--- src/hw/rtl/spq_pkg.sv ---
// Package: types, constants and pointer helpers of the sorted priority queue.
`timescale 1ns / 1ps
package spq_pkg;

    localparam int CAPACITY = 16;
    localparam int PTR_W    = (CAPACITY > 1) ? $clog2(CAPACITY) : 1;
    localparam int CNT_W    = $clog2(CAPACITY + 1);
    localparam int DATA_W   = 16;
    localparam int COUNT_W  = 5;

    typedef enum logic [1:0] {
        CMD_INSERT = 2'd0,
        CMD_DELETE = 2'd1,
        CMD_CLEAR  = 2'd2
    } t_cmd;

    typedef enum logic [1:0] {
        ST_OK    = 2'd0,
        ST_EMPTY = 2'd1,
        ST_FULL  = 2'd2
    } t_status;

    typedef enum logic [2:0] {
        S_IDLE,
        S_INS_RD,
        S_INS_CMP,
        S_INS_PUT,
        S_DEL_OUT
    } t_state;

    typedef struct packed {
        logic [1:0]        cmd;
        logic [DATA_W-1:0] item_in;
        logic [DATA_W-1:0] prio_in;
    } t_cmd_in;

    typedef struct packed {
        logic [DATA_W-1:0]  item_out;
        logic [1:0]         status;
        logic [COUNT_W-1:0] count;
    } t_result;

    typedef struct packed {
        logic [DATA_W-1:0] item;
        logic [DATA_W-1:0] prio;
    } t_entry;

    function automatic logic [PTR_W-1:0] ptr_inc(input logic [PTR_W-1:0] p);
        return (p == PTR_W'(CAPACITY - 1)) ? '0 : p + 1'b1;
    endfunction

    function automatic logic [PTR_W-1:0] ptr_dec(input logic [PTR_W-1:0] p);
        return (p == '0) ? PTR_W'(CAPACITY - 1) : p - 1'b1;
    endfunction

endpackage

--- src/hw/rtl/sorted_priority_queue.sv ---
// Top level: sorted priority queue in a circular entry memory with a shift sequencer.
//
//  channel   direction  handshake                   payload
//  command   in         start high, busy low        i_cmd_in  (cmd, item_in, prio_in)
//  result    out        o_done strobe, one cycle    o_result  (item_out, status, count)
//
// Entries sit in a circular memory from a head pointer, highest priority first.
// Insert walks from the tail through the single memory read port and comparator,
// moving each entry of lower or equal priority down one place, until an entry of
// higher priority ends the walk or none is left; the new entry fills the gap.
// Delete reads the head entry; clear, a full insert, an empty delete or an unknown
// command finish in idle; the result strobe comes in the cycle after the last step.
// Synchronous reset empties the queue; the memory needs no clearing.
// The result cannot be held off, so it never stalls.
`timescale 1ns / 1ps
module sorted_priority_queue
    import spq_pkg::*;
(
    input  logic    i_clk,
    input  logic    i_rst_n,
    input  logic    start,
    output logic    busy,
    input  t_cmd_in i_cmd_in,
    output logic    o_done,
    output t_result o_result
);

    t_entry             r_mem [CAPACITY];
    t_entry             r_rd_data;
    t_state             r_state, n_state;
    logic [CNT_W-1:0]   r_count, n_count;
    logic [CNT_W-1:0]   r_k, n_k;
    logic [PTR_W-1:0]   r_head, n_head;
    logic [PTR_W-1:0]   r_tail, n_tail;
    logic [PTR_W-1:0]   r_wr_ptr, n_wr_ptr;
    t_cmd_in            r_cmd, n_cmd;
    logic               r_done, n_done;
    t_result            r_result, n_result;

    logic [PTR_W-1:0]   w_rd_addr;
    logic               w_we;
    logic [PTR_W-1:0]   w_wr_addr;
    t_entry             w_wr_data;
    logic               w_shift;
    logic               w_accept;

    assign w_accept = start && (r_state == S_IDLE);
    assign w_shift  = (r_rd_data.prio <= r_cmd.prio_in);
    assign busy     = (r_state != S_IDLE);
    assign o_done   = r_done;
    assign o_result = r_result;

    always_ff @(posedge i_clk) begin
        if (w_we) begin
            r_mem[w_wr_addr] <= w_wr_data;
        end
        r_rd_data <= r_mem[w_rd_addr];
    end

    always_comb begin
        n_state = r_state;
        case (r_state)
            S_IDLE: begin
                if (w_accept) begin
                    case (i_cmd_in.cmd)
                        CMD_INSERT: begin
                            if (r_count == CNT_W'(CAPACITY)) begin
                                n_state = S_IDLE;
                            end else if (r_count == '0) begin
                                n_state = S_INS_PUT;
                            end else begin
                                n_state = S_INS_RD;
                            end
                        end
                        CMD_DELETE: begin
                            n_state = (r_count == '0) ? S_IDLE : S_DEL_OUT;
                        end
                        default: n_state = S_IDLE;
                    endcase
                end
            end
            S_INS_RD:  n_state = S_INS_CMP;
            S_INS_CMP: begin
                if (w_shift && (r_k != CNT_W'(1))) begin
                    n_state = S_INS_RD;
                end else begin
                    n_state = S_INS_PUT;
                end
            end
            S_INS_PUT: n_state = S_IDLE;
            S_DEL_OUT: n_state = S_IDLE;
            default:   n_state = S_IDLE;
        endcase
    end

    always_comb begin
        n_count   = r_count;
        n_k       = r_k;
        n_head    = r_head;
        n_tail    = r_tail;
        n_wr_ptr  = r_wr_ptr;
        n_cmd     = r_cmd;
        n_done    = 1'b0;
        n_result  = r_result;
        w_rd_addr = r_head;
        w_we      = 1'b0;
        w_wr_addr = r_wr_ptr;
        w_wr_data = r_rd_data;
        case (r_state)
            S_IDLE: begin
                if (w_accept) begin
                    n_cmd             = i_cmd_in;
                    n_result.item_out = '0;
                    n_result.status   = ST_OK;
                    n_result.count    = COUNT_W'(r_count);
                    case (i_cmd_in.cmd)
                        CMD_INSERT: begin
                            n_k      = r_count;
                            n_wr_ptr = r_tail;
                            if (r_count == CNT_W'(CAPACITY)) begin
                                n_result.status = ST_FULL;
                                n_done          = 1'b1;
                            end
                        end
                        CMD_DELETE: begin
                            if (r_count == '0) begin
                                n_result.status = ST_EMPTY;
                                n_done          = 1'b1;
                            end
                        end
                        CMD_CLEAR: begin
                            n_count        = '0;
                            n_tail         = r_head;
                            n_result.count = '0;
                            n_done         = 1'b1;
                        end
                        default: n_done = 1'b1;
                    endcase
                end
            end
            S_INS_RD: begin
                w_rd_addr = ptr_dec(r_wr_ptr);
            end
            S_INS_CMP: begin
                if (w_shift) begin
                    w_we      = 1'b1;
                    w_wr_data = r_rd_data;
                    n_wr_ptr  = ptr_dec(r_wr_ptr);
                    n_k       = r_k - 1'b1;
                end
            end
            S_INS_PUT: begin
                w_we              = 1'b1;
                w_wr_data.item    = r_cmd.item_in;
                w_wr_data.prio    = r_cmd.prio_in;
                n_count           = r_count + 1'b1;
                n_tail            = ptr_inc(r_tail);
                n_result.item_out = '0;
                n_result.status   = ST_OK;
                n_result.count    = COUNT_W'(r_count + 1'b1);
                n_done            = 1'b1;
            end
            S_DEL_OUT: begin
                n_head            = ptr_inc(r_head);
                n_count           = r_count - 1'b1;
                n_result.item_out = r_rd_data.item;
                n_result.status   = ST_OK;
                n_result.count    = COUNT_W'(r_count - 1'b1);
                n_done            = 1'b1;
            end
            default: begin
                n_done = 1'b0;
            end
        endcase
    end

    always_ff @(posedge i_clk) begin
        if (!i_rst_n) begin
            r_state <= S_IDLE;
            r_count <= '0;
            r_head  <= '0;
            r_tail  <= '0;
            r_done  <= 1'b0;
        end else begin
            r_state <= n_state;
            r_count <= n_count;
            r_head  <= n_head;
            r_tail  <= n_tail;
            r_done  <= n_done;
        end
    end

    always_ff @(posedge i_clk) begin
        r_k      <= n_k;
        r_wr_ptr <= n_wr_ptr;
        r_cmd    <= n_cmd;
        r_result <= n_result;
    end

endmodule
--- config.mk ---
export PLATFORM = sky130hd
export DESIGN_NAME = sorted_priority_queue
export DESIGN_NICKNAME = d
export VERILOG_FILES = /design/src/hw/rtl/spq_pkg.sv /design/src/hw/rtl/sorted_priority_queue.sv
export SDC_FILE = /design/constraint.sdc
export NUM_CORES = 1
export LEC_CHECK = 0
export BUFFER_PORTS_ARGS = -buffer_cell sky130_fd_sc_hd__buf_4
export CAP_MARGIN = 20
export CELL_PAD_IN_SITES_DETAIL_PLACEMENT = 1
export CELL_PAD_IN_SITES_GLOBAL_PLACEMENT = 2
export CORE_MARGIN = 2
export CORE_UTILIZATION = 45
export CTS_CLUSTER_SIZE = 28
export DETAILED_ROUTE_END_ITERATION = 7
export PLACE_DENSITY = 0.86
export SKIP_CTS_REPAIR_TIMING = 1
export SLEW_MARGIN = 20
export SYNTH_ARGS = -nofsm -noshare
export SYNTH_HDL_FRONTEND = slang
export SYNTH_SLANG_ARGS = --single-unit
--- constraint.sdc ---
create_clock -name i_clk -period 5.4 [get_ports i_clk]
set_input_delay 0.27 -clock i_clk [delete_from_list [all_inputs] [get_ports i_clk]]
set_output_delay 0.27 -clock i_clk [all_outputs]
set_load 0.05 [all_outputs]
# Yosys cells after proc, flatten, opt, wreduce, memory -nomap -nowiden
# Memory sizes are Yosys's and may differ from the RTL's. A register that Yosys moved wholly into a read port is not among the register bits.
# Index checks and enable logic that the tools add are counted.
word_totals:
  input_bits: 37
  register_bits: 81
  memories: 1
  output_inout_bits: 25
  ram_bits: 512
  wordCells: 89
memory_table:
  columns: ["memory", "depth", "word_bits", "read_ports", "rd_clocked_by_memory_dff", "write_ports", "line", "text"]
  rows:
  - ["r_mem", 16, 32, 1, 1, 1, "sorted_priority_queue.sv:28", "t_entry r_mem [CAPACITY];"]
classes:
  mux: 40
  eq_ne: 14
  add_sub_neg: 6
  magnitude_cmp: 1
  reduce_logical: 15
ops:
  columns: ["op", "count"]
  rows:
  - ["23-bit one-hot mux with 3 select lines", 1]
  - ["4-bit 2-to-1 mux", 9]
  - ["32-bit 2-to-1 mux", 1]
  - ["5-bit 2-to-1 mux", 5]
  - ["23-bit 2-to-1 mux", 1]
  - ["16-bit <= comparator", 1]
  - ["4-bit one-hot mux with 2 select lines", 2]
  - ["5-bit one-hot mux with 3 select lines", 1]
  - ["5-bit one-hot mux with 2 select lines", 1]
  - ["5-bit by 1-bit subtractor with 5-bit output (second input constant)", 2]
  - ["3-bit one-hot mux with 3 select lines", 1]
  - ["4-bit by 1-bit adder with 4-bit output (second input constant)", 2]
  - ["4-bit == test (second input constant)", 2]
  - ["2-bit 2-to-1 mux", 4]
  - ["1-bit 2-to-1 mux", 7]
  - ["3-bit by 2-bit == test with 1-bit output (second input constant)", 2]
  - ["3-bit 2-to-1 mux", 2]
  - ["1-bit one-hot mux with 2 select lines", 3]
  - ["3-bit one-hot mux with 2 select lines", 1]
  - ["3-bit nonzero test", 2]
  - ["5-bit by 1-bit adder with 5-bit output (second input constant)", 1]
  - ["5-bit == test (second input constant)", 1]
  - ["5-bit zero test", 1]
  - ["5-bit by 1-bit inequality test with 1-bit output (second input constant)", 1]
  - ["other kinds (17)", 22]

# Depth between registers and ports, before layout
# Gate-level depths: netlist of run 1.
logic_depth:
  depth_word: 6
  mapped_depth: 11
  ltp_nobuf: 8

# Worst setup path after synthesis of run 1
# Ideal clock, no wire load.
synth_path:
  path_kind: "register -> register"
  startpoint: "register r_cmd[3] in the netlist's numbering"
  endpoint: "memory r_mem[12][0] in the netlist's numbering, enable pin"
  setup_ps: 461
  required_ps: 4939
  arrival_ps: 3679
  path_stages_with_launch: 8
  setup_slack_ps: 1260
  cell_sequence: "edfxtp_1 -> inv_1 -> ha_1 -> a21oi_1 -> nor2_1 -> o41ai_1 -> a211oi_1 -> nor3_1"
synth_between:
  elab_chain_cells: 5
synth_rtl:
  columns: ["element", "line", "text"]
  rows:
  - ["from (decl)", "sorted_priority_queue.sv:36", "t_cmd_in r_cmd, n_cmd;"]
  - ["from (signal assigned)", "sorted_priority_queue.sv:196", "r_cmd <= n_cmd;"]
  - ["16-bit <= comparator", "sorted_priority_queue.sv:48", "assign w_shift = (r_rd_data.prio <= r_cmd.prio_in);"]
  - ["1-bit 2-to-1 mux", "sorted_priority_queue.sv:145", "if (w_shift) begin"]
  - ["1-bit one-hot mux with 2 select lines", "sorted_priority_queue.sv:109", "case (r_state)"]
  - ["1-bit 2-to-1 mux", "sorted_priority_queue.sv:54", "if (w_we) begin"]
  - ["1-bit 2-to-1 mux (implied by the code)", "sorted_priority_queue.sv:55", "r_mem[w_wr_addr] <= w_wr_data;"]
  - ["to (decl)", "sorted_priority_queue.sv:28", null]
# No other way between the ends.

# Final worst setup path of run 1
layout_path:
  startpoint: "register r_cmd[14] in the netlist's numbering"
  endpoint: "memory r_mem[2][11] in the netlist's numbering, enable pin"
# Same word-level chain as after synthesis.

==> results of run 1 <==
==> layer usage <==
layer	vias to the layer above	part of all wire [%]	routed length, µm
met5	-	0	0
met4	0	2.7	1840
met3	109	5.0	3340
met2	471	51	33800
met1	8008	42	27900
li1	6890	-	-
==> cells in the final DEF, fill, tap and decap left out, types with 14 or more instances in the layout <==
cell type      count
mux2_2            21
nand3_1           68
clkbuf_16         71
a222oi_1          14
and2_1            17
mux2i_1           55
dlygate4sd3_1     34
edfxtp_1         576
buf_4            106
nand2_1          351
ha_1              26
nor2_1            44
inv_1             35
a32oi_1           23
a22o_1            21
clkbuf_1          16
o21ai_0           34
dfxtp_1           49
a22oi_1           47
a21oi_1          159
==> synthesized netlist by cell type (9+ instances only) <==
master    number
buf_1          9
o21ai_0       46
a22oi_1       47
a22o_1        21
mux2_2        22
and2_1        17
a32oi_1       24
dfxtp_1       49
a221oi_1      11
clkbuf_1      55
o22ai_1       11
nor2_1        53
inv_1         36
a21oi_1      159
edfxtp_1     576
a222oi_1      14
nor3_1        11
mux2i_1       56
ha_1          26
nand2_1      351
nand3_1       68
buf_2         35
==> through the flow <==
stage | util [%] | cell area, µm²
finish | 53.3 | 28700
global route | 53.3 | 28700
floorplan | - | 24600
global placement | 48.4 | 26100
detailed placement | 48.4 | 26100
CTS | 52.5 | 28300
==> sequential cells by signal, indices dropped and copies added, names as in the netlist, 3 cells and up <==
register and cells:
o_result 23, r_cmd 32, r_count 5, r_head 4, r_k 5, r_mem 512, r_rd_data 32, r_state 3
r_tail 4, r_wr_ptr 4
==> critical path, cell delays in order, from the launching register on <==
cell and delay (ps):
edfxtp_1 360, inv_1 100, ha_1 270, nand4_1 140
nor3_1 80, nor4_1 750, a21oi_1 360, a211oi_1 790
and3_2 1080
==> logic make-up after synthesis <==
group	Yosys count	synth area share [%]
mux	79	3.34
fa+ha+maj	26	1.32
buf+inv	136	2.27
compound gates	363	9.41
xor+xnor	6	0.213
simple gates	536	9.26
flops	625	74.2
==> power by group through the flow <==
stage / logic [mW] / clock network, mW / registers [mW]
4_1_cts: 0.785 / 4.70 / 5.53
2_1_floorplan: 0.409 / 0 / 5.67
5_1_grt: 0.875 / 4.87 / 5.54
3_5_place_dp: 0.772 / 0 / 5.63
3_3_place_gp: 0.740 / 0 / 5.63
6_report: 0.804 / 4.64 / 5.53
==> how the worst max path moves through the flow <==
stage | to | slack, ps | from
5_1_grt | r_mem[8][17]$_DFFE_PP_ | 830 | r_cmd[14]$_DFFE_PP_
2_1_floorplan | r_mem[12][0]$_DFFE_PP_ | 1260 | r_cmd[3]$_DFFE_PP_
3_5_place_dp | r_mem[9][22]$_DFFE_PP_ | 970 | r_cmd[13]$_DFFE_PP_
6_report | r_mem[2][11]$_DFFE_PP_ | 1060 | r_cmd[14]$_DFFE_PP_
3_3_place_gp | r_mem[9][16]$_DFFE_PP_ | 1250 | r_cmd[14]$_DFFE_PP_
4_1_cts | r_mem[9][16]$_DFFE_PP_ | 930 | r_cmd[13]$_DFFE_PP_
==> area by class of cell <==
class | instances | area (µm²)
fillers | 5174 | 25200
flip-flops and latches | 625 | 18300
multi-input cells | 1010 | 5990
clock buffers | 93 | 1920
repair buffers | 146 | 1250
well taps | 696 | 871
clock inverters | 27 | 289
inverters | 36 | 135
==> flow_summary.ini, run 1 <==
[floorplanning]
die_h_um = 238
num_rows = 85
die_area_mm2 = 0.0566
initial_utilization_pct = 45.7
core_mm2 = 0.0539
dieWidth_um = 238
io_pins = 62

[pwr]
p_sw_share_pct = 22.7
peakVddDrop_mv = 0.234
intPower_mw = 8.48
switchingPower_mw = 2.50
pwr-share-comb_pct = 7.3
leakage_nw = 10.2
p_seq_share_pct = 50.4
p_per_area_mw_per_mm2 = 382
power_frac_clock_pct = 42.3
total_power_mw = 11.0

[timing]
setup_viol = 0
fmaxAchievable_ghz = 0.230
finalHoldViolCount = 0
setup_ws_ps = 1060
rsz0062_at_grt = no
finalCriticalPeriod_ps = 4340
finClkSkew_ps = 31.5
fin_crit_sh_pct = 80.4
tightest_slew_ps = 1150
finalSetupTns_ps = 0
hold_ws_ps = 23.9
max-slew-margin-rel_pct = 22.8
slew_viol_final = 0

[route]
num_vias = 15500
drc = 0
wl_per_cell_um = 25.4
firstDrtPassIters = 5
drt_iter0_drc = 1196
final_antenna_net_count = 0
via_per_inst = 5.88
routed_wl_mm = 66.9

[critical_path]
path_class = register to register
end_kind = register
rr_startpoint = r_cmd[14]$_DFFE_PP_
r2r_slack_ps = 1060
start_kind = register
r2r_cells = 8
worstReg2RegEnd = r_mem[2][11]$_DFFE_PP_
cp_max_fo = 32
required_ps = 5610
arrival_ps = 4550

[cells_and_area]
drive_gt1_share_pct = 13.9
nets = 1950
stdcell_count = 2633
syn2layout_area_growth_pct = 16.6
insertedDiodeCount = 0

[outcome]
run_status = completed

[synth]
ys.warnings.count = 0
syn_nets = 1834
ys_ff_latch = 625
synth_area_leaders = edfxtp_1 70%, nand2_1 5.3%, dfxtp_1 4.0%
netlist_area_mm2 = 0.0246
async_flop_share_pct = 0
yosysUniqueCellTypes = 58
synth-main-ff-cell = edfxtp_1
synth.avg_cell_area_um2 = 13.9
seq_area_frac_synth_pct = 74.2
yosysTopAreaCell = edfxtp_1
netlist_instances = 1771
synth_enable_flop_cells = 576
synth_top_area_share_pct = 70.2

[cts]
cts_tree = yes
clkSinkCount = 625
h-tree-depth = 3
clock_latency_ps = 620
cts-root-buf = clkbuf_16
clockBufferDepth = 3
cts-buffers-inserted = 68
path_clk_slew_ps = 60

[worst_hold_path]
hp-start = i_cmd_in[33]
hold_depth = 2
hold_end = o_result[6]$_DFFE_PP_
hold_path.class = primary input to register

[global_routing]
grt_pass1_vias = 16400
grt_max_degree = 123
grt_use_met1_pct = 31.0
grt_usage_pct = 23.8
grtUsageMet2_pct = 41.0
grt-busiest-layer = met2
grt_overflow = 0
grt_pass1_wl_mm = 101
antenna_found_initial = 1
grt_use_met3_pct = 3.68

[placement]
io_buffers = 61
place_ws_ps = 972
dp_hpwl_mm = 38.3
dp_cells = 2477
place_congestion = 0.818

[run]
cap_violations = 0
Note: power is estimated with default switching activity, not from simulation.
==> inputs of run 2 (changes only) <==
- CORE_UTILIZATION: 45 -> 41
- PLACE_DENSITY: 0.86 -> 0.83
- clock period: 5.4 -> 3.5 ns (I/O delays scaled with it)
==> flow_summary.ini, run 2 (same netlist as run 1, synthesis figures left out) <==
[outcome]
run_status = complete, but fails checks
violations = negative hold slack

[cts]
cts-root-buf = clkbuf_16
clkSinkCount = 625
cts-buffers-inserted = 67
h-tree-depth = 3
clockBufferDepth = 3
cts_tree = yes
path_clk_slew_ps = 60
clock_latency_ps = 610

[floorplanning]
die_h_um = 249
dieWidth_um = 249
initial_utilization_pct = 41.6
core_mm2 = 0.0592
num_rows = 89
io_pins = 62
die_area_mm2 = 0.0621

[timing]
finalHoldViolCount = 1
setup_viol = 0
hold_ws_ps = -5.15
fin_crit_sh_pct = 92.2
tightest_slew_ps = 1100
rsz0062_at_grt = no
slew_viol_final = 0
max-slew-margin-rel_pct = 26.5
fmaxAchievable_ghz = 0.310
finalCriticalPeriod_ps = 3230
finClkSkew_ps = 20.3

[pwr]
total_power_mw = 16.6
p_per_area_mw_per_mm2 = 568
peakVddDrop_mv = 0.289
leakage_nw = 10.4

[global_routing]
antenna_found_initial = 0
grt_pass1_vias = 16300
grt_max_degree = 72
grt_usage_pct = 21.4
grt_pass1_wl_mm = 100
grt_overflow = 0

[cells_and_area]
multi_input_area_mm2 = 0.00596
insertedDiodeCount = 0
seq_area_mm2 = 0.0183
largest_reg_flops = 512
nets = 1997
num-fill-cells = 5852
final_cell_mix = 576 x edfxtp_1, 351 x nand2_1, 159 x a21oi_1
drive_gt1_share_pct = 15.3
reg_top3 = r_mem: 512 flops, r_cmd: 32 flops, r_rd_data: 32 flops
final_common_cell = edfxtp_1
syn2layout_area_growth_pct = 18.6
regMostFlops = r_mem
stdcell_count = 2760

[critical_path]
end_kind = register
arrival_ps = 3510
worstReg2RegEnd = r_mem[10][25]$_DFFE_PP_
rr_startpoint = r_rd_data[1]$_DFF_P_
required_ps = 3780
start_kind = register
r2r_cells = 8
path_class = register to register
cp_max_fo = 32
r2r_slack_ps = 270

[placement]
dp_hpwl_mm = 40.4
place_congestion = 0.760
io_buffers = 61
dp_cells = 2599

[route]
via_per_inst = 5.62
final_antenna_net_count = 0
routed_wl_mm = 67.3
num_vias = 15500
wl_per_cell_um = 24.4
drc = 0
drt_iter0_drc = 1213
firstDrtPassIters = 5

[worst_hold_path]
hold_path.class = primary input to register
hold_end = o_result[5]$_DFFE_PP_
hold_depth = 2
hp-start = i_cmd_in[32]

[run]
cap_violations = 0
-- run 2: cell count changes in the layout (fill, tap and decap cells not counted), moves of 4 or more --
| cell | delta |
|---|---|
| clkbuf_1 | +5 |
| bufinv_16 | -4 |
| o21ai_2 | -6 |
| buf_4 | +30 |
| o21ai_0 | +12 |
| dlygate4sd3_1 | +4 |
| buf_12 | +15 |
| o21ai_1 | -6 |
-- run 2: report_power, final --
part,switching (mW),internal (mW)
Clock,2.89,3.88
Sequential,0.0735,8.47
Combinational,0.905,0.392
-- run 2: cell type report --
cell class	count	share of cell area [%]
Timing Repair Buffer	194	6.17
Clock inverter	28	0.758
Sequential cell	625	62.6
Multi-Input combinational cell	1010	20.4
Tap cell	773	3.31
Clock buffer	94	6.37
Inverter	36	0.462
-- run 2: metrics by stage --
step | util (%) | setup TNS (ps) | area (µm²) | setup WS, ps
3_3_place_gp | 45.1 | 0 | 26700 | 358
4_1_cts | 48.7 | 0 | 28800 | 222
2_1_floorplan | - | -81960 | 24600 | -640
5_1_grt | 49.3 | 0 | 29200 | 131
3_5_place_dp | 45.1 | 0 | 26700 | 258
6_report | 49.3 | 0 | 29200 | 273
-- run 2: worst max path at each step --
stage                             from                      end  slack, ps  cells past startpoint
2_1_floorplan       r_cmd[3]$_DFFE_PP_   r_mem[12][0]$_DFFE_PP_       -640                      7
3_3_place_gp   r_state[0]$_SDFFE_PN0P_    r_rd_data[21]$_DFF_P_        360                      8
3_5_place_dp     r_wr_ptr[0]$_DFFE_PP_     r_rd_data[1]$_DFF_P_        260                     11
4_1_cts          r_wr_ptr[0]$_DFFE_PP_     r_rd_data[9]$_DFF_P_        220                     10
5_1_grt          r_wr_ptr[0]$_DFFE_PP_     r_rd_data[9]$_DFF_P_        130                     10
6_report          r_rd_data[1]$_DFF_P_  r_mem[10][25]$_DFFE_PP_        270                      8
-- run 2: critical path: stages, from the launching register on --
cell	delay, ps
dfxtp_1	510
ha_1	300
nand2b_1	80
a211oi_1	60
o41ai_1	440
a211oi_1	300
or4_1	690
nor2_4	200
buf_12	270
-- run 2: layer usage --
layer	global-route usage, %	vias up	wire, µm
li1	-	6974	-
met1	27.8	7954	28500
met2	37.0	502	33600
met3	3.29	87	3980
met4	6.52	0	1230
met5	0	-	0
==> inputs of run 3 (changes only) <==
- CORE_MARGIN: 2 -> 3
==> flow_summary.ini, run 3 (same netlist as run 1, synthesis figures left out) <==
[outcome]
run_status = completed

[placement]
post_dp_cell_area_mm2 = 0.0267
dp_hpwl_mm = 40.8
place_congestion = 0.771
dp_cells = 2602
io_buffers = 61

[critical_path]
start_kind = register
r2r_slack_ps = 170
r2r_cells = 9
worstReg2RegEnd = r_rd_data[31]$_DFF_P_
endpoint = r_rd_data[31]$_DFF_P_
crit_start = r_wr_ptr[0]$_DFFE_PP_
required_ps = 3960
end_kind = register
path_class = register to register
rr_startpoint = r_wr_ptr[0]$_DFFE_PP_
cp_max_fo = 50
arrival_ps = 3790

[global_routing]
grt_pass1_vias = 16500
grt_usage_pct = 21.3
grt_overflow = 0
grt_pass1_wl_mm = 102
antenna_found_initial = 2
grt_max_degree = 67

[run]
cap_violations = 0

[route]
firstDrtPassIters = 5
drt_iter0_drc = 1577
wl_per_cell_um = 24.5
final_antenna_net_count = 0
drc = 0
num_vias = 15600
via_per_inst = 5.64
routed_wl_mm = 67.6

[timing]
finClkSkew_ps = 25.6
fin_crit_sh_pct = 95.0
finalCriticalPeriod_ps = 3330
max-slew-margin-rel_pct = 29.7
setup_viol = 0
tightest_slew_ps = 1030
slew_viol_final = 0
fmaxAchievable_ghz = 0.301
finalHoldViolCount = 0
rsz0062_at_grt = no

[pwr]
p_per_area_mw_per_mm2 = 581
peakVddDrop_mv = 0.280
leakage_nw = 10.5

[cells_and_area]
drive_gt1_share_pct = 15.8
seq_area_mm2 = 0.0183
regMostFlops = r_mem
multi_input_area_mm2 = 0.00599
final_common_cell = edfxtp_1
num-fill-cells = 5833
final_cell_mix = 576 x edfxtp_1, 351 x nand2_1, 159 x a21oi_1
reg_top3 = r_mem: 512 flops, r_cmd: 32 flops, r_rd_data: 32 flops
stdcell_count = 2764
insertedDiodeCount = 0
syn2layout_area_growth_pct = 19.2
nets = 2000
design_area_mm2 = 0.0294
largest_reg_flops = 512

[cts]
path_clk_slew_ps = 60
h-tree-depth = 3
clock_latency_ps = 620
cts-buffers-inserted = 67
clockBufferDepth = 3
cts-root-buf = clkbuf_16
cts_tree = yes
clkSinkCount = 625

[floorplanning]
die_h_um = 251
core_mm2 = 0.0592
num_rows = 89
die_area_mm2 = 0.0631
dieWidth_um = 251
initial_utilization_pct = 41.6
io_pins = 62

[worst_hold_path]
hold_path.class = primary input to register
## run 3: cell count changes in the layout (fill, tap and decap cells not counted), moves of 2 or more
| cell | before | now |
|---|---|---|
| buf_12 | 20 | 14 |
| bufinv_16 | 2 | 7 |
| nor2_2 | 5 | 3 |
| clkbuf_1 | 21 | 19 |
| inv_16 | 0 | 3 |
| clkbuf_16 | 69 | 67 |
| clkinv_2 | 9 | 5 |
| clkinvlp_4 | 2 | 4 |
| clkinv_1 | 9 | 7 |
| buf_4 | 136 | 144 |
## run 3: power breakdown
part | leakage [nW] | total (mW) | switching [mW] | internal (mW)
Combinational | 3.81 | 1.31 | 0.920 | 0.394
Clock | 1.07 | 7.20 | 2.97 | 4.22
Sequential | 5.64 | 8.55 | 0.0797 | 8.47
Total | 10.5 | 17.1 | 3.97 | 13.1
## run 3: critical path: stages, from the launching register on
cell      delay, ps
edfxtp_1        460
inv_1           120
ha_1            300
xnor2_1         280
mux2_8          470
buf_4           420
nand2_1         120
a22oi_1         320
o22ai_1         230
a221oi_1        440
## run 3: worst min path at each step
stage	from	endpoint	slack, ps	depth (start not counted)
finish	i_cmd_in[30]	r_cmd[30]$_DFFE_PP_	280	2
global route	i_cmd_in[29]	r_cmd[29]$_DFFE_PP_	260	2
CTS	i_cmd_in[30]	r_cmd[30]$_DFFE_PP_	-300	1
detailed placement	i_cmd_in[31]	r_cmd[31]$_DFFE_PP_	350	1
global placement	i_cmd_in[21]	r_cmd[21]$_DFFE_PP_	350	1
floorplan	i_cmd_in[0]	r_cmd[0]$_DFFE_PP_	270	0
## run 3: area by class of cell
| class | count | area share [%] |
|---|---|---|
| inverters | 36 | 0.460 |
| flip-flops and latches | 625 | 62.3 |
| clock inverters | 32 | 1.43 |
| well taps | 773 | 3.29 |
| clock buffers | 91 | 6.19 |
| multi-input cells | 1010 | 20.4 |
| repair buffers | 197 | 5.97 |
## run 3: layer usage
metal / part of all wire [%] / vias up / wire length, µm / GRT usage (%)
met1: 41 / 8009 / 27700 / 27.4
met3: 6.7 / 109 / 4500 / 4.31
li1: - / 6983 / - / -
met5: 0.019 / - / 13 / 0
met4: 2.5 / 2 / 1710 / 7.11
met2: 50 / 493 / 33700 / 36.3
## run 3: per-stage QoR
step	setup slack, ps	utilization [%]	power (mW)	setup TNS, ps	hold slack, ps
2_1_floorplan	-640	-	9.37	-81960	274
3_3_place_gp	159	45.1	9.89	0	353
3_5_place_dp	29.8	45.1	9.96	0	355
4_1_cts	-36.5	48.8	17.2	-1690	-297
5_1_grt	19.8	49.6	17.7	0	264
6_report	175	49.6	17.1	0	281
